$ cat src/rtl/core/assert_macros.svh
// assertion helpers shared by the core rtl
`ifndef ASSERT_MACROS_SVH
`define ASSERT_MACROS_SVH

// property checked on every rising clock edge, off while in reset
`define ASSERT_CLK(label, clk, rst_n, prop) \
    label: assert property (@(posedge clk) disable iff (!rst_n) prop) \
        else $error("assertion failed");

// implication checked on every rising clock edge, off while in reset
`define ASSERT_IMPL(label, clk, rst_n, ante, cons) \
    label: assert property (@(posedge clk) disable iff (!rst_n) (ante) |-> (cons)) \
        else $error("implication failed");

`endif

$ cat src/rtl/core/pidaw_pkg.sv
`timescale 1ns / 1ps

package pidaw_pkg;

    localparam int DATA_W    = 32;
    localparam int FRAC_BITS = 16;
    localparam int DT_W      = DATA_W - 1;
    localparam int LIM_W     = DATA_W - 1;
    localparam int MUL_W     = 2 * DATA_W - FRAC_BITS;
    localparam int MUL_CNT_W = $clog2(DATA_W);
    localparam int DIV_A_W   = DATA_W + 1;
    localparam int DIV_NUM_W = DIV_A_W + FRAC_BITS;
    localparam int DIV_CNT_W = $clog2(DIV_NUM_W);
    localparam int SUM_W     = DATA_W + 2;
    localparam int REG_NUM   = 4;
    localparam int ADDR_W    = $clog2(REG_NUM) + 2;
    localparam int APB_W     = 32;

    typedef enum logic [$clog2(REG_NUM)-1:0] {
        REG_GAIN_P      = 2'd0,
        REG_GAIN_I      = 2'd1,
        REG_GAIN_D      = 2'd2,
        REG_DRIVE_LIMIT = 2'd3
    } reg_idx_t;

    typedef enum logic [3:0] {
        ST_IDLE,
        ST_ERR,
        ST_RATE,
        ST_EDT,
        ST_INTEG,
        ST_TERM,
        ST_CLAMP,
        ST_PMUL,
        ST_IMUL,
        ST_DMUL,
        ST_FINAL
    } state_t;

    typedef struct packed {
        logic busy;
        logic done;
    } unit_stat_t;

    localparam logic signed [MUL_W-1:0] MUL_HI = MUL_W'((64'sd1 <<< (DATA_W - 1)) - 64'sd1);
    localparam logic signed [MUL_W-1:0] MUL_LO = -MUL_HI - MUL_W'(1);
    localparam logic signed [DATA_W-1:0] D_HI  = DATA_W'(MUL_HI);
    localparam logic signed [DATA_W-1:0] D_LO  = DATA_W'(MUL_LO);

    // saturate a product to the data range
    function automatic logic signed [DATA_W-1:0] sat_mul(input logic signed [MUL_W-1:0] x);
        logic signed [DATA_W-1:0] r;
        if (x > MUL_HI)
            r = D_HI;
        else if (x < MUL_LO)
            r = D_LO;
        else
            r = x[DATA_W-1:0];
        return r;
    endfunction

    // saturate a one-bit-grown sum to the data range
    function automatic logic signed [DATA_W-1:0] sat_add(input logic signed [DATA_W:0] x);
        logic signed [DATA_W-1:0] r;
        if (x[DATA_W] != x[DATA_W-1])
            r = x[DATA_W] ? D_LO : D_HI;
        else
            r = x[DATA_W-1:0];
        return r;
    endfunction

endpackage

$ cat src/rtl/core/pidaw_if.sv
`timescale 1ns / 1ps

interface pidaw_in_if;
    logic                                   valid;
    logic                                   ready;
    logic                                   command;
    logic signed [pidaw_pkg::DATA_W-1:0]    measured;
    logic signed [pidaw_pkg::DATA_W-1:0]    target;
    logic        [pidaw_pkg::DT_W-1:0]      step_time;

    modport source (output valid, command, measured, target, step_time, input ready);
    modport sink (input valid, command, measured, target, step_time, output ready);
endinterface

interface pidaw_out_if;
    logic                                   valid;
    logic                                   ready;
    logic signed [pidaw_pkg::DATA_W-1:0]    drive;
    logic signed [pidaw_pkg::DATA_W-1:0]    error_now;
    logic signed [pidaw_pkg::DATA_W-1:0]    rate_of_error;
    logic signed [pidaw_pkg::DATA_W-1:0]    integral_now;

    modport source (output valid, drive, error_now, rate_of_error, integral_now, input ready);
    modport sink (input valid, drive, error_now, rate_of_error, integral_now, output ready);
endinterface

$ cat src/rtl/core/pid_controller_antiwindup_top.sv
`timescale 1ns / 1ps
`include "assert_macros.svh"

// pid controller with integral clamp, signed q16.16
//
// in_ch carries update words (command, measured, target, step_time); a word
// with command set clears the integral and the previous error and gives no
// result. every other word gives one result word on out_ch: drive, error,
// rate of error and the clamped integral.
// gains and the drive limit are written through the apb port (byte address
// 4*index); they must be written only while the block is idle, which the
// block itself does not enforce; pready is always high.
// each update word runs through a serial divide for the rate, a serial
// multiply for error*dt, a multiply for the anti-windup check when the
// integral gain is nonzero plus a divide when the integral is clamped, then
// three multiplies for the drive terms. one word is in work at a time;
// in_ch.ready is high only while the sequencer is idle, so a new update word
// is taken only after the last result is loaded; a clear word is taken
// without leaving the idle state.
// the result sits in an output register; if out_ch stalls, the sequencer
// waits in its last state and the state is updated when the result is loaded.
// reset clears the gains, limit, integral, previous error and output valid.
module pid_controller_antiwindup_top (
    input  logic                                clk,
    input  logic                                rst_n,
    pidaw_in_if.sink                            in_ch,
    pidaw_out_if.source                         out_ch,
    input  logic                                psel,
    input  logic                                penable,
    input  logic                                pwrite,
    input  logic [pidaw_pkg::ADDR_W-1:0]        paddr,
    input  logic [pidaw_pkg::APB_W-1:0]         pwdata,
    output logic [pidaw_pkg::APB_W-1:0]         prdata,
    output logic                                pready
);

    localparam int DW = pidaw_pkg::DATA_W;
    localparam int AW = pidaw_pkg::DIV_A_W;
    localparam int SW = pidaw_pkg::SUM_W;

    // configuration registers
    logic signed [DW-1:0]                   gain_p_reg;
    logic signed [DW-1:0]                   gain_i_reg;
    logic signed [DW-1:0]                   gain_d_reg;
    logic [pidaw_pkg::LIM_W-1:0]            limit_reg;
    pidaw_pkg::reg_idx_t                    reg_idx;
    logic                                   cfg_wr;

    // controller state and working registers
    pidaw_pkg::state_t                      state_reg;
    pidaw_pkg::state_t                      state_next;
    logic signed [DW-1:0]                   integ_reg;
    logic signed [DW-1:0]                   last_err_reg;
    logic signed [DW-1:0]                   meas_reg;
    logic signed [DW-1:0]                   goal_reg;
    logic [pidaw_pkg::DT_W-1:0]             dt_reg;
    logic signed [DW-1:0]                   err_reg;
    logic signed [DW-1:0]                   rate_reg;
    logic signed [DW-1:0]                   inew_reg;
    logic signed [SW-1:0]                   sum_reg;

    // output register
    logic                                   out_valid_reg;
    logic signed [DW-1:0]                   drive_reg;
    logic signed [DW-1:0]                   oerr_reg;
    logic signed [DW-1:0]                   orate_reg;
    logic signed [DW-1:0]                   ointeg_reg;

    // arithmetic units
    logic                                   mul_start;
    logic signed [DW-1:0]                   mul_a;
    logic signed [DW-1:0]                   mul_b;
    pidaw_pkg::unit_stat_t                  mul_stat;
    logic signed [pidaw_pkg::MUL_W-1:0]     mul_res;
    logic                                   div_start;
    logic signed [AW-1:0]                   div_a;
    logic signed [AW-1:0]                   div_b;
    pidaw_pkg::unit_stat_t                  div_stat;
    logic signed [DW-1:0]                   div_res;

    // datapath helpers
    logic signed [DW-1:0]                   err_c;
    logic signed [DW-1:0]                   edt_sat;
    logic signed [DW-1:0]                   integ_c;
    logic signed [pidaw_pkg::MUL_W-1:0]     lim_w;
    logic signed [SW-1:0]                   lim_s;
    logic signed [SW-1:0]                   sum_add;
    logic signed [DW-1:0]                   drive_c;
    logic                                   in_acc;
    logic                                   out_load;

    assign in_acc = in_ch.valid && in_ch.ready;
    assign in_ch.ready = (state_reg == pidaw_pkg::ST_IDLE);

    // apb register file
    assign pready  = 1'b1;
    assign reg_idx = pidaw_pkg::reg_idx_t'(paddr[pidaw_pkg::ADDR_W-1:2]);
    assign cfg_wr  = psel && penable && pwrite;

    always_ff @(posedge clk or negedge rst_n)
    begin
        if (!rst_n)
        begin
            gain_p_reg <= '0;
            gain_i_reg <= '0;
            gain_d_reg <= '0;
            limit_reg  <= '0;
        end
        else if (cfg_wr)
        begin
            case (reg_idx)
                pidaw_pkg::REG_GAIN_P:      gain_p_reg <= pwdata[DW-1:0];
                pidaw_pkg::REG_GAIN_I:      gain_i_reg <= pwdata[DW-1:0];
                pidaw_pkg::REG_GAIN_D:      gain_d_reg <= pwdata[DW-1:0];
                pidaw_pkg::REG_DRIVE_LIMIT: limit_reg  <= pwdata[pidaw_pkg::LIM_W-1:0];
                default:                    ;
            endcase
        end
    end

    always_comb
    begin
        case (reg_idx)
            pidaw_pkg::REG_GAIN_P:      prdata = gain_p_reg;
            pidaw_pkg::REG_GAIN_I:      prdata = gain_i_reg;
            pidaw_pkg::REG_GAIN_D:      prdata = gain_d_reg;
            pidaw_pkg::REG_DRIVE_LIMIT: prdata = {1'b0, limit_reg};
            default:                    prdata = '0;
        endcase
    end

    // serial units
    pidaw_mul u_mul (
        .clk    (clk),
        .rst_n  (rst_n),
        .start  (mul_start),
        .a      (mul_a),
        .b      (mul_b),
        .stat   (mul_stat),
        .result (mul_res)
    );

    pidaw_div u_div (
        .clk    (clk),
        .rst_n  (rst_n),
        .start  (div_start),
        .a      (div_a),
        .b      (div_b),
        .stat   (div_stat),
        .result (div_res)
    );

    // error and integral candidates
    assign err_c   = pidaw_pkg::sat_add({goal_reg[DW-1], goal_reg} - {meas_reg[DW-1], meas_reg});
    assign edt_sat = pidaw_pkg::sat_mul(mul_res);
    assign integ_c = pidaw_pkg::sat_add({integ_reg[DW-1], integ_reg}
                                        + {edt_sat[DW-1], edt_sat});
    assign lim_w   = signed'({{(pidaw_pkg::MUL_W - pidaw_pkg::LIM_W){1'b0}}, limit_reg});
    assign lim_s   = signed'({{(SW - pidaw_pkg::LIM_W){1'b0}}, limit_reg});
    // each drive term saturates before it joins the sum
    assign sum_add = sum_reg + SW'(pidaw_pkg::sat_mul(mul_res));

    // final drive clamp against the limit
    always_comb
    begin
        if (sum_reg > lim_s)
            drive_c = DW'(lim_s);
        else if (sum_reg < -lim_s)
            drive_c = DW'(-lim_s);
        else
            drive_c = sum_reg[DW-1:0];
    end

    assign out_load = (state_reg == pidaw_pkg::ST_FINAL) && !out_valid_reg;

    // sequencer: next state and unit launches
    always_comb
    begin
        state_next = state_reg;
        mul_start  = 1'b0;
        mul_a      = err_reg;
        mul_b      = signed'({1'b0, dt_reg});
        div_start  = 1'b0;
        div_a      = {err_c[DW-1], err_c} - {last_err_reg[DW-1], last_err_reg};
        div_b      = signed'({2'b00, dt_reg});
        case (state_reg)
            pidaw_pkg::ST_IDLE:
            begin
                if (in_acc && !in_ch.command)
                    state_next = pidaw_pkg::ST_ERR;
            end
            pidaw_pkg::ST_ERR:
            begin
                div_start  = 1'b1;
                state_next = pidaw_pkg::ST_RATE;
            end
            pidaw_pkg::ST_RATE:
            begin
                if (div_stat.done)
                begin
                    mul_start  = 1'b1;
                    state_next = pidaw_pkg::ST_EDT;
                end
            end
            pidaw_pkg::ST_EDT:
            begin
                if (mul_stat.done)
                    state_next = pidaw_pkg::ST_INTEG;
            end
            pidaw_pkg::ST_INTEG:
            begin
                mul_start = 1'b1;
                if (gain_i_reg != '0)
                begin
                    mul_a      = gain_i_reg;
                    mul_b      = inew_reg;
                    state_next = pidaw_pkg::ST_TERM;
                end
                else
                begin
                    mul_a      = gain_p_reg;
                    mul_b      = err_reg;
                    state_next = pidaw_pkg::ST_PMUL;
                end
            end
            pidaw_pkg::ST_TERM:
            begin
                if (mul_stat.done)
                begin
                    div_b = {gain_i_reg[DW-1], gain_i_reg};
                    if (mul_res > lim_w)
                    begin
                        div_start  = 1'b1;
                        div_a      = AW'(lim_s);
                        state_next = pidaw_pkg::ST_CLAMP;
                    end
                    else if (mul_res < -lim_w)
                    begin
                        div_start  = 1'b1;
                        div_a      = AW'(-lim_s);
                        state_next = pidaw_pkg::ST_CLAMP;
                    end
                    else
                    begin
                        mul_start  = 1'b1;
                        mul_a      = gain_p_reg;
                        mul_b      = err_reg;
                        state_next = pidaw_pkg::ST_PMUL;
                    end
                end
            end
            pidaw_pkg::ST_CLAMP:
            begin
                if (div_stat.done)
                begin
                    mul_start  = 1'b1;
                    mul_a      = gain_p_reg;
                    mul_b      = err_reg;
                    state_next = pidaw_pkg::ST_PMUL;
                end
            end
            pidaw_pkg::ST_PMUL:
            begin
                if (mul_stat.done)
                begin
                    mul_start  = 1'b1;
                    mul_a      = gain_i_reg;
                    mul_b      = inew_reg;
                    state_next = pidaw_pkg::ST_IMUL;
                end
            end
            pidaw_pkg::ST_IMUL:
            begin
                if (mul_stat.done)
                begin
                    mul_start  = 1'b1;
                    mul_a      = gain_d_reg;
                    mul_b      = rate_reg;
                    state_next = pidaw_pkg::ST_DMUL;
                end
            end
            pidaw_pkg::ST_DMUL:
            begin
                if (mul_stat.done)
                    state_next = pidaw_pkg::ST_FINAL;
            end
            pidaw_pkg::ST_FINAL:
            begin
                if (out_load)
                    state_next = pidaw_pkg::ST_IDLE;
            end
            default:
            begin
                state_next = pidaw_pkg::ST_IDLE;
            end
        endcase
    end

    // control state
    always_ff @(posedge clk or negedge rst_n)
    begin
        if (!rst_n)
        begin
            state_reg     <= pidaw_pkg::ST_IDLE;
            out_valid_reg <= 1'b0;
            integ_reg     <= '0;
            last_err_reg  <= '0;
        end
        else
        begin
            state_reg <= state_next;
            if (out_load)
                out_valid_reg <= 1'b1;
            else if (out_ch.ready)
                out_valid_reg <= 1'b0;
            // clear command wipes the controller memory
            if (in_acc && in_ch.command)
            begin
                integ_reg    <= '0;
                last_err_reg <= '0;
            end
            else if (out_load)
            begin
                integ_reg    <= inew_reg;
                last_err_reg <= err_reg;
            end
        end
    end

    // working registers
    always_ff @(posedge clk)
    begin
        if (in_acc)
        begin
            meas_reg <= in_ch.measured;
            goal_reg <= in_ch.target;
            dt_reg   <= in_ch.step_time;
        end
        if (state_reg == pidaw_pkg::ST_ERR)
            err_reg <= err_c;
        if (state_reg == pidaw_pkg::ST_RATE && div_stat.done)
            rate_reg <= div_res;
        if (state_reg == pidaw_pkg::ST_EDT && mul_stat.done)
            inew_reg <= integ_c;
        if (state_reg == pidaw_pkg::ST_CLAMP && div_stat.done)
            inew_reg <= div_res;
        if (state_reg == pidaw_pkg::ST_PMUL && mul_stat.done)
            sum_reg <= SW'(pidaw_pkg::sat_mul(mul_res));
        if ((state_reg == pidaw_pkg::ST_IMUL || state_reg == pidaw_pkg::ST_DMUL)
            && mul_stat.done)
            sum_reg <= sum_add;
        if (out_load)
        begin
            drive_reg  <= drive_c;
            oerr_reg   <= err_reg;
            orate_reg  <= rate_reg;
            ointeg_reg <= inew_reg;
        end
    end

    assign out_ch.valid         = out_valid_reg;
    assign out_ch.drive         = drive_reg;
    assign out_ch.error_now     = oerr_reg;
    assign out_ch.rate_of_error = orate_reg;
    assign out_ch.integral_now  = ointeg_reg;

    `ASSERT_IMPL(mul_start_when_free, clk, rst_n, mul_start, !mul_stat.busy)
    `ASSERT_IMPL(div_start_when_free, clk, rst_n, div_start, !div_stat.busy)
    `ASSERT_IMPL(units_never_overlap, clk, rst_n, mul_stat.busy, !div_stat.busy)

endmodule

$ cat src/rtl/core/pidaw_mul.sv
`timescale 1ns / 1ps
`include "assert_macros.svh"

// bit-serial shift-add multiplier, (a*b) >> frac truncated toward zero
module pidaw_mul (
    input  logic                                    clk,
    input  logic                                    rst_n,
    input  logic                                    start,
    input  logic signed [pidaw_pkg::DATA_W-1:0]     a,
    input  logic signed [pidaw_pkg::DATA_W-1:0]     b,
    output pidaw_pkg::unit_stat_t                   stat,
    output logic signed [pidaw_pkg::MUL_W-1:0]      result
);

    localparam int DW = pidaw_pkg::DATA_W;

    logic [DW-1:0]                      amag_reg;
    logic [2*DW-1:0]                    prod_reg;
    logic [2*DW-1:0]                    prod_next;
    logic [pidaw_pkg::MUL_CNT_W-1:0]    cnt_reg;
    logic                               busy_reg;
    logic                               done_reg;
    logic                               neg_reg;
    logic [DW-1:0]                      amag;
    logic [DW-1:0]                      bmag;
    logic [DW:0]                        psum;
    logic [pidaw_pkg::MUL_W-1:0]        mmag;

    assign amag = a[DW-1] ? (~a + DW'(1)) : a;
    assign bmag = b[DW-1] ? (~b + DW'(1)) : b;

    assign psum      = {1'b0, prod_reg[2*DW-1:DW]} + (prod_reg[0] ? {1'b0, amag_reg} : '0);
    assign prod_next = {psum, prod_reg[DW-1:1]};

    always_ff @(posedge clk or negedge rst_n)
    begin
        if (!rst_n)
        begin
            busy_reg <= 1'b0;
            done_reg <= 1'b0;
            cnt_reg  <= '0;
        end
        else
        begin
            done_reg <= 1'b0;
            if (start)
            begin
                busy_reg <= 1'b1;
                cnt_reg  <= '0;
            end
            else if (busy_reg)
            begin
                cnt_reg <= cnt_reg + 1'b1;
                if (cnt_reg == pidaw_pkg::MUL_CNT_W'(DW - 1))
                begin
                    busy_reg <= 1'b0;
                    done_reg <= 1'b1;
                end
            end
        end
    end

    always_ff @(posedge clk)
    begin
        if (start)
        begin
            amag_reg <= amag;
            prod_reg <= {{DW{1'b0}}, bmag};
            neg_reg  <= a[DW-1] ^ b[DW-1];
        end
        else if (busy_reg)
        begin
            prod_reg <= prod_next;
        end
    end

    assign mmag        = prod_reg[2*DW-1:pidaw_pkg::FRAC_BITS];
    assign result      = neg_reg ? -signed'(mmag) : signed'(mmag);
    assign stat.busy   = busy_reg;
    assign stat.done   = done_reg;

    `ASSERT_CLK(mul_done_on_finish, clk, rst_n, $fell(busy_reg) |-> done_reg)

endmodule

$ cat src/rtl/core/pidaw_div.sv
`timescale 1ns / 1ps
`include "assert_macros.svh"

// restoring divider, one quotient bit a cycle: (a << frac) / b, saturated
module pidaw_div (
    input  logic                                    clk,
    input  logic                                    rst_n,
    input  logic                                    start,
    input  logic signed [pidaw_pkg::DIV_A_W-1:0]    a,
    input  logic signed [pidaw_pkg::DIV_A_W-1:0]    b,
    output pidaw_pkg::unit_stat_t                   stat,
    output logic signed [pidaw_pkg::DATA_W-1:0]     result
);

    localparam int DW = pidaw_pkg::DATA_W;
    localparam int AW = pidaw_pkg::DIV_A_W;
    localparam int NW = pidaw_pkg::DIV_NUM_W;
    localparam logic [NW-1:0] Q_LIM = NW'(1) << (DW - 1);

    logic [NW-1:0]                      nq_reg;
    logic [DW-1:0]                      rem_reg;
    logic [DW-1:0]                      den_reg;
    logic [pidaw_pkg::DIV_CNT_W-1:0]    cnt_reg;
    logic                               busy_reg;
    logic                               done_reg;
    logic                               neg_reg;
    logic                               a_neg_reg;
    logic                               a_zero_reg;
    logic                               den_zero_reg;
    logic [AW-1:0]                      amag;
    logic [AW-1:0]                      bmag;
    logic [DW+1:0]                      trial;
    logic                               qbit;

    assign amag  = a[AW-1] ? (~a + AW'(1)) : a;
    assign bmag  = b[AW-1] ? (~b + AW'(1)) : b;
    assign trial = {1'b0, rem_reg, nq_reg[NW-1]} - {2'b00, den_reg};
    assign qbit  = !trial[DW+1];

    always_ff @(posedge clk or negedge rst_n)
    begin
        if (!rst_n)
        begin
            busy_reg <= 1'b0;
            done_reg <= 1'b0;
            cnt_reg  <= '0;
        end
        else
        begin
            done_reg <= 1'b0;
            if (start)
            begin
                busy_reg <= 1'b1;
                cnt_reg  <= '0;
            end
            else if (busy_reg)
            begin
                cnt_reg <= cnt_reg + 1'b1;
                if (cnt_reg == pidaw_pkg::DIV_CNT_W'(NW - 1))
                begin
                    busy_reg <= 1'b0;
                    done_reg <= 1'b1;
                end
            end
        end
    end

    always_ff @(posedge clk)
    begin
        if (start)
        begin
            nq_reg       <= {amag, {pidaw_pkg::FRAC_BITS{1'b0}}};
            rem_reg      <= '0;
            den_reg      <= bmag[DW-1:0];
            neg_reg      <= a[AW-1] ^ b[AW-1];
            a_neg_reg    <= a[AW-1];
            a_zero_reg   <= (a == '0);
            den_zero_reg <= (b == '0);
        end
        else if (busy_reg)
        begin
            rem_reg <= qbit ? trial[DW-1:0] : {rem_reg[DW-2:0], nq_reg[NW-1]};
            nq_reg  <= {nq_reg[NW-2:0], qbit};
        end
    end

    always_comb
    begin
        if (den_zero_reg)
            result = a_zero_reg ? '0 : (a_neg_reg ? pidaw_pkg::D_LO : pidaw_pkg::D_HI);
        else if (neg_reg)
            result = (nq_reg >= Q_LIM) ? pidaw_pkg::D_LO : -signed'(nq_reg[DW-1:0]);
        else
            result = (nq_reg >= Q_LIM) ? pidaw_pkg::D_HI : signed'(nq_reg[DW-1:0]);
    end

    assign stat.busy = busy_reg;
    assign stat.done = done_reg;

    `ASSERT_CLK(div_done_on_finish, clk, rst_n, $fell(busy_reg) |-> done_reg)

endmodule

$ cat src/flat_wrapper.sv
// flat-port wrapper written by rule: the top's interface ports become plain ports
module pid_controller_antiwindup_top_flat 
  (clk, rst_n, psel, penable, pwrite, paddr, pwdata, prdata, pready, in_ch_valid, in_ch_command, in_ch_measured, in_ch_target, in_ch_step_time, in_ch_ready, out_ch_valid, out_ch_drive, out_ch_error_now, out_ch_rate_of_error, out_ch_integral_now, out_ch_ready);
  pidaw_in_if in_ch_i ();
  pidaw_out_if out_ch_i ();
  input  logic clk;
  input  logic rst_n;
  input  logic psel;
  input  logic penable;
  input  logic pwrite;
  input  logic [pidaw_pkg::ADDR_W-1:0] paddr;
  input  logic [pidaw_pkg::APB_W-1:0] pwdata;
  output logic [pidaw_pkg::APB_W-1:0] prdata;
  output logic pready;
  input wire logic [$bits(in_ch_i.valid)-1:0] in_ch_valid;
  input wire logic [$bits(in_ch_i.command)-1:0] in_ch_command;
  input wire logic [$bits(in_ch_i.measured)-1:0] in_ch_measured;
  input wire logic [$bits(in_ch_i.target)-1:0] in_ch_target;
  input wire logic [$bits(in_ch_i.step_time)-1:0] in_ch_step_time;
  output wire logic [$bits(in_ch_i.ready)-1:0] in_ch_ready;
  output wire logic [$bits(out_ch_i.valid)-1:0] out_ch_valid;
  output wire logic [$bits(out_ch_i.drive)-1:0] out_ch_drive;
  output wire logic [$bits(out_ch_i.error_now)-1:0] out_ch_error_now;
  output wire logic [$bits(out_ch_i.rate_of_error)-1:0] out_ch_rate_of_error;
  output wire logic [$bits(out_ch_i.integral_now)-1:0] out_ch_integral_now;
  input wire logic [$bits(out_ch_i.ready)-1:0] out_ch_ready;
  assign in_ch_i.valid = in_ch_valid;
  assign in_ch_i.command = in_ch_command;
  assign in_ch_i.measured = in_ch_measured;
  assign in_ch_i.target = in_ch_target;
  assign in_ch_i.step_time = in_ch_step_time;
  assign in_ch_ready = in_ch_i.ready;
  assign out_ch_valid = out_ch_i.valid;
  assign out_ch_drive = out_ch_i.drive;
  assign out_ch_error_now = out_ch_i.error_now;
  assign out_ch_rate_of_error = out_ch_i.rate_of_error;
  assign out_ch_integral_now = out_ch_i.integral_now;
  assign out_ch_i.ready = out_ch_ready;
  pid_controller_antiwindup_top u_core (.clk(clk), .rst_n(rst_n), .in_ch(in_ch_i), .out_ch(out_ch_i), .psel(psel), .penable(penable), .pwrite(pwrite), .paddr(paddr), .pwdata(pwdata), .prdata(prdata), .pready(pready));
endmodule
$ cat config.mk
export PLATFORM = sky130hd
export DESIGN_NAME = pid_controller_antiwindup_top_flat
export DESIGN_NICKNAME = d
export VERILOG_FILES = /design/src/rtl/core/pidaw_pkg.sv /design/src/rtl/core/pidaw_if.sv /design/src/rtl/core/pid_controller_antiwindup_top.sv /design/src/rtl/core/pidaw_mul.sv /design/src/rtl/core/pidaw_div.sv /design/src/flat_wrapper.sv
export VERILOG_INCLUDE_DIRS = /design/src /design/src/rtl/core
export SDC_FILE = /design/constraint.sdc
export NUM_CORES = 2
export LEC_CHECK = 0
export BUFFER_PORTS_ARGS = -buffer_cell sky130_fd_sc_hd__buf_2
export CORE_MARGIN = 8
export CORE_UTILIZATION = 45
export CTS_CLUSTER_SIZE = 20
export DETAILED_ROUTE_END_ITERATION = 16
export GPL_TIMING_DRIVEN = 0
export SLEW_MARGIN = 40
export SYNTH_ARGS = -nofsm -noshare
export SYNTH_HDL_FRONTEND = slang
export SYNTH_SLANG_ARGS = --single-unit
$ cat constraint.sdc
create_clock -name clk -period 7.2 [get_ports clk]
set_input_delay 1.08 -clock clk [delete_from_list [all_inputs] [get_ports clk]]
set_output_delay 1.08 -clock clk [all_outputs]
set_load 0.02 [all_outputs]
=== After elaboration in Yosys (flattened, before gate mapping) ===
Index checks and enable logic that the tools add are counted.

* $add $sub $neg: 16
* Magnitude comparators: 7
* Equal/unequal tests: 26
* Multiplexer cells: 97
* Bitwise logic cells: 6
* Reduce and logical (&&, ||, !) cells: 33

{| class="wikitable"
|+ Operator list
! kind !! count
|-
| 32-bit 2-to-1 mux || 39
|-
| 32-bit one-hot mux with 5 select lines || 2
|-
| 33-bit 2-to-1 mux || 7
|-
| 32-bit one-hot mux with 4 select lines || 1
|-
| 49-bit 2-to-1 mux || 2
|-
| 32-bit by 2-bit adder with 32-bit output (second input constant) || 3
|-
| 32-bit NOT || 3
|-
| 34-bit 2-to-1 mux || 2
|-
| 32-bit by 32-bit adder with 33-bit output || 2
|-
| 33-bit zero test || 2
|-
| 32-bit by 32-bit subtractor with 33-bit output || 2
|-
| 31-bit 2-to-1 mux || 2
|-
| 49-bit by 32-bit greater-or-equal comparator with 1-bit output (second input constant) || 1
|-
| 48-bit by 32-bit > comparator with 1-bit output || 1
|-
| 48-bit by 32-bit > comparator with 1-bit output (second input constant) || 1
|-
| 48-bit by 32-bit < comparator with 1-bit output (second input constant) || 1
|-
| 48-bit < comparator || 1
|-
| 48-bit 2-to-1 mux || 1
|-
| 31-bit negation with 48-bit output || 1
|-
| 48-bit negation || 1
|-
| 4-bit one-hot mux with 11 select lines || 1
|-
| 4-bit 2-to-1 mux || 10
|-
| 34-bit by 32-bit adder with 34-bit output || 1
|-
| 34-bit by 32-bit > comparator with 1-bit output || 1
|-
| other kinds (36) || 97
|}

* Flip-flop bits (word level): 778
* Input bits: 139
* Word-level logic and storage cells: 224

=== Longest topological paths before layout ===
* Depth after elaboration: 12
* Depth in mapped cells: 35
* Depth with buffers taken out: 33

=== Modules after synthesis ===
A second synthesis with hierarchy kept.

* Cell total of the unflattened synthesis: 5667
* Area, all modules: 53596.4 µm²

{| class="wikitable"
|+ By module, submodules not included
! module !! instances !! cells each !! area each (µm²) !! sequential area each (µm²)
|-
| pid_controller_antiwindup_top || 1 || 3702 || 36647.6 || 15504.9
|-
| pidaw_div || 1 || 1101 || 9205.1 || 3233.1
|-
| pidaw_mul || 1 || 864 || 7743.7 || 2767.7
|}

=== Worst setup path after synthesis ===
Ideal clock, no wire load.

* Kind: reg-to-reg
* Start: register u_core.limit_reg[2] (netlist name)
* End: register u_core.u_mul.prod_reg[0], enable pin
* Setup time: 0.478 ns
* Arrival: 7.469 ns
* Slack: -0.747 ns
* Stages on the path, launching flop included: 26
* Path buffers: 9
* Path through: dfrtp_1 -> clkbuf_1 -> nor3_1 -> nand2_1 -> nor4_1 -> nand4_1 -> or4_1 -> clkbuf_1 -> nor4_1 -> ha_1 -> clkbuf_1 -> a21oi_1 -> o21a_1 -> o21ai_1 -> nand4bb_1 -> nor3_1 -> or2_2 -> clkbuf_1 -> clkbuf_1 -> clkbuf_1 -> clkbuf_1 -> nor2_1 -> a211oi_1 -> clkbuf_1 -> clkbuf_1 -> nand2_1

* Word-level cells in the longest chain between the ends: 7
* Elaborated cells on any way between the ends: 8
* Those cells by class: add/sub (1); order compare (2); mux (4); reduce/logical (1)

{| class="wikitable"
|+ Ends and longest elaborated chain
! what !! RTL line !! text
|-
| start, declared || pid_controller_antiwindup_top.sv:45 || <nowiki>logic [pidaw_pkg::LIM_W-1:0] limit_reg;</nowiki>
|-
| start signal, assigned || pid_controller_antiwindup_top.sv:115 || <nowiki>pidaw_pkg::REG_DRIVE_LIMIT: limit_reg <= pwdata[pidaw_pkg::LIM_W-1:0];</nowiki>
|-
| 31-bit negation with 48-bit output || pid_controller_antiwindup_top.sv:237 || <nowiki>else if (mul_res < -lim_w)</nowiki>
|-
| 48-bit < comparator || pid_controller_antiwindup_top.sv:237 ||
|-
| 1-bit 2-to-1 mux || pid_controller_antiwindup_top.sv:237 ||
|-
| 1-bit 2-to-1 mux * || pid_controller_antiwindup_top.sv:231 || <nowiki>if (mul_res > lim_w)</nowiki>
|-
| 1-bit 2-to-1 mux * || pid_controller_antiwindup_top.sv:228 || <nowiki>if (mul_stat.done)</nowiki>
|-
| 1-bit one-hot mux with 4 select lines * || pid_controller_antiwindup_top.sv:186 || <nowiki>case (state_reg)</nowiki>
|-
| 2-bit nonzero test (no line) * || - ||
|-
| end signal, assigned || pidaw_mul.sv:68 || <nowiki>prod_reg <= {{DW{1'b0}}, bmag};</nowiki>
|-
| end signal, assigned || pidaw_mul.sv:73 || <nowiki>prod_reg <= prod_next;</nowiki>
|-
| end, declared || pidaw_mul.sv:18 || <nowiki>logic [2*DW-1:0] prod_reg;</nowiki>
|}

Mark *: on every way between the ends. The rest lies on a longest branch, timed or not.
A chain may end at the register's enable or synchronous reset.

=== Worst setup path in the final report ===
* Start: register u_core.goal_reg[1]
* End: register u_core.u_div.nq_reg[39], data pin

* Word-level cells in the longest chain between the ends: 12
* Elaborated cells on any way between the ends: 13
* Those cells by class: add/sub (3); eq/ne (1); mux (8); bitwise (1)

{| class="wikitable"
|+ Ends and longest elaborated chain
! what !! RTL line !! text
|-
| start, declared || pid_controller_antiwindup_top.sv:55 || <nowiki>logic signed [DW-1:0] goal_reg;</nowiki>
|-
| start signal, assigned || pid_controller_antiwindup_top.sv:336 || <nowiki>goal_reg <= in_ch.target;</nowiki>
|-
| 32-bit by 32-bit subtractor with 33-bit output * || pid_controller_antiwindup_top.sv:154 || <nowiki>assign err_c = pidaw_pkg::sat_add({goal_reg[DW-1], goal_reg} - {meas_reg[DW-1], meas_reg});</nowiki>
|-
| 32-bit 2-to-1 mux or 1-bit inequality test (tied branches) || pidaw_pkg.sv:66, pidaw_pkg.sv:65 ||
|-
| 32-bit 2-to-1 mux * || pidaw_pkg.sv:65 || <nowiki>if (x[DATA_W] != x[DATA_W-1])</nowiki>
|-
| 32-bit by 32-bit subtractor with 33-bit output * || pid_controller_antiwindup_top.sv:184 || <nowiki>div_a = {err_c[DW-1], err_c} - {last_err_reg[DW-1], last_err_reg};</nowiki>
|-
| 33-bit 2-to-1 mux || pid_controller_antiwindup_top.sv:237 ||
|-
| 33-bit 2-to-1 mux || pid_controller_antiwindup_top.sv:231 ||
|-
| 33-bit 2-to-1 mux || pid_controller_antiwindup_top.sv:228 ||
|-
| 33-bit 2-to-1 mux * || pid_controller_antiwindup_top.sv:186 ||
|-
| 33-bit NOT || pidaw_div.sv:35 || <nowiki>assign amag = a[AW-1] ? (~a + AW'(1)) : a;</nowiki>
|-
| 33-bit by 2-bit adder with 33-bit output || pidaw_div.sv:35 ||
|-
| 33-bit 2-to-1 mux * || pidaw_div.sv:35 ||
|-
| 49-bit 2-to-1 mux * || pidaw_div.sv:70 || <nowiki>if (start)</nowiki>
|-
| end signal, assigned || pidaw_div.sv:72 || <nowiki>nq_reg <= {amag, {pidaw_pkg::FRAC_BITS{1'b0}}};</nowiki>
|-
| end signal, assigned || pidaw_div.sv:83 || <nowiki>nq_reg <= {nq_reg[NW-2:0], qbit};</nowiki>
|-
| end, declared || pidaw_div.sv:20 || <nowiki>logic [NW-1:0] nq_reg;</nowiki>
|}

Marked as above.

==> run summary <==
Outcome: finished, violations left
Violated checks: setup timing
Placed instance count: 7499
TritonCTS Buffers: 91
Final Util: 55.91%
Fmax: 132.5 MHz
Sequential fraction of the synthesis area: 40.57%
Most frequent cells in the layout: nand2_1, edfxtp_1, a21oi_1
Worst vdd ir: 0.1992 mV
Crit path launch type: flop
IO Pins: 302
Critical path endpoint category: flop
Top FF cell, synth: edfxtp_1
Die width: 359.2 µm
Most used cell, CP: a211oi_2
DP Wirelength: 203.8 mm
DRC: 0
Synthesized netlist cell count: 5633
Period utilization: 104.8%
CP max FO: 5
Synth cell types: 100
Port bufs: 296
Non-filler cells, final: 7891
Initial Util: 45.13%
Critical-path top delay cell: or4_4
Slew Limit Fails: 0
Most common cell after layout, fill and taps aside: nand2_1
Yosys warns: 0
Pleak: 26.28 nW
Number of synthesized flops with an enable pin: 487
Synthesized net count: 6123
Worst slew pin tran: 0.9964 ns
Total Routing Usage GR: 38.07%
Vias in the first global route: 47790
Via count: 50980
TritonCTS clock tree: built
Hold Violations, Final: 0
Worst slack, placed: -4.692 ns
Crit path time final: 7.548 ns
Filler Cells Inserted: 10400
Max FFs per register: 64
Initial DRC count: 6074
Final setup violation count: 28
Power Dens Cells: 181.3 nW/µm²
Initial antenna violation count: 16
Synth Cell Area: 53010 µm²
Crit path arrival time: 8.00 ns
Die area: 129000 µm²
Worst-path clk slew: 0.08 ns
Worst path required time: 7.65 ns
H-tree depth: 3
Layout net count: 6756
Clock Latency Late Sink: 0.74 ns
Total power: 11.90 mW
WHS: 0.2588 ns
Total Wirelength: 258.8 mm
Num Clock Sinks: 778
Slew HR: 33.09%
Synthesis-stage register bit count: 778
Clock skew: 0.03626 ns
Layout cell share with drive strength beyond 1: 21.99%
Die H: 359.2 µm
Slowest stage delay, CP: 0.56 ns
Vias per inst: 6.461
Num rows: 126
RePlAce Congestion: 1.077
Async S/R FF share, synth: 27.12%
Post-synth top area share: 27.59%
Global route overflow: 0
Core area: 117500 µm²
Post-layout worst setup margin: -0.3485 ns
Setup CP Type: flop to flop
Clock Path Buffers: 3
# hold bufs at CTS: 0
Ranking of synthesized cells by area: edfxtp_1, dfrtp_1, ha_1
Leading area contributor after synthesis: edfxtp_1
Max-Cap Viols: 0
Layout area overhead: 23.88%
CTS root buf: clkbuf_16
Final ANT Viol Nets: 0
DR WL/cell: 32.79 µm
First-pass GRT wire length: 356.2 mm
Largest net degree at the start of global routing: 69
DR pass1 iterations: 9
RSZ-0062 raised after global routing: yes
Hold Crit Class: input port to asynchronous set/reset pin
Syn avg cell area: 9.410 µm²
==> per-stage QoR <==
stage	cell area (µm²)	setup TNS, ns
floorplan	53120	0
global placement	56520	-1539.89
CTS	63660	-2.851
detailed placement	57330	-1324.53
finish	65670	-4.130
global route	65640	-15.67
==> cells in the mapped netlist, types with 68 or more instances <==
library cell and count:
nand2_1 562, edfxtp_1 487, a21oi_1 445, nor2_1 395, o21ai_0 394, ha_1 345
inv_1 251, clkbuf_1 238, dfrtp_1 211, xnor2_1 202, nor3_1 148, xor2_1 147
mux2_2 104, nand3_1 99, a221o_1 95, nor4_1 85, mux2i_1 82, dfxtp_1 80
a31oi_1 79, nand2b_1 75, a21o_1 69, nand4_1 68
==> worst max-delay path, delay by kind of cell, from the launching register on <==
family | cells | cell delay, ns
flops | 1 | 0.39
buf+inv | 6 | 1.06
fa+ha+maj | 3 | 0.88
xor+xnor | 1 | 0.18
simple gates | 4 | 1.26
compound gates | 17 | 3.49
==> area by class of cell <==
class	count	area, µm²	share of cell area (%)
Clock inverter	45	576.8	0.8784
Timing Repair Buffer	548	3826	5.827
Multi-Input combinational cell	4300	32650	49.72
Clock buffer	126	2592	3.948
Antenna cell	11	27.53	0.04192
Inverter	256	985.9	1.501
Sequential cell	778	21520	32.77
Buffer	291	1568	2.387
Tap cell	1536	1922	2.927
==> timing repair <==
item / in CTS / in global routing
cloned: 5 / 4
gates resized for setup: 461 / 284
setup endpoints to repair: 420 / 302
buffers inserted: 122 / 87
pin swaps: 136 / 137
==> worst paths after layout <==
check                      depth (start not counted)                     from                      end  slack [ns]
setup reg to reg                                  31       u_core.goal_reg[1]  u_core.u_div.nq_reg[39]       -0.35
hold / removal                                     1                    rst_n    u_core.gain_p_reg[25]        0.26
hold reg to reg                                    2  u_core.u_div.rem_reg[3]  u_core.u_div.rem_reg[3]        0.48
min in group clk                                   2  u_core.u_div.rem_reg[3]  u_core.u_div.rem_reg[3]        0.48
max in group asynchronous                          3                    rst_n     u_core.integ_reg[13]        5.84
setup / recovery                                  31       u_core.goal_reg[1]  u_core.u_div.nq_reg[39]       -0.35
==> cells by family after synthesis <==
group / synth area share, %
multiplexers: 5.075
AND/OR/NAND/NOR: 15.81
other: 0.007075
XOR/XNOR: 5.819
flip-flops: 40.57
adder cells (fa/ha/maj): 8.427
AO/OA/AOI/OAI: 20.22
buffers and inverters: 4.069
==> layer usage <==
layer	routed length (µm)	track usage (%)	vias up
met5	182	1.620	-
met3	26990	9.975	738
met4	22110	26.59	8
met2	109600	56.40	2869
li1	-	-	22370
met1	99920	48.18	25000
==> where the power goes <==
part / leakage [nW] / internal [mW] / total [mW] / switching (mW)
Sequential: 7.35 / 4.88 / 5.33 / 0.452
Combinational: 17.4 / 0.603 / 1.62 / 1.02
Clock: 1.55 / 2.90 / 4.95 / 2.05
Total: 26.3 / 8.38 / 11.9 / 3.52
No activity file was read; power rests on OpenSTA's default activity.
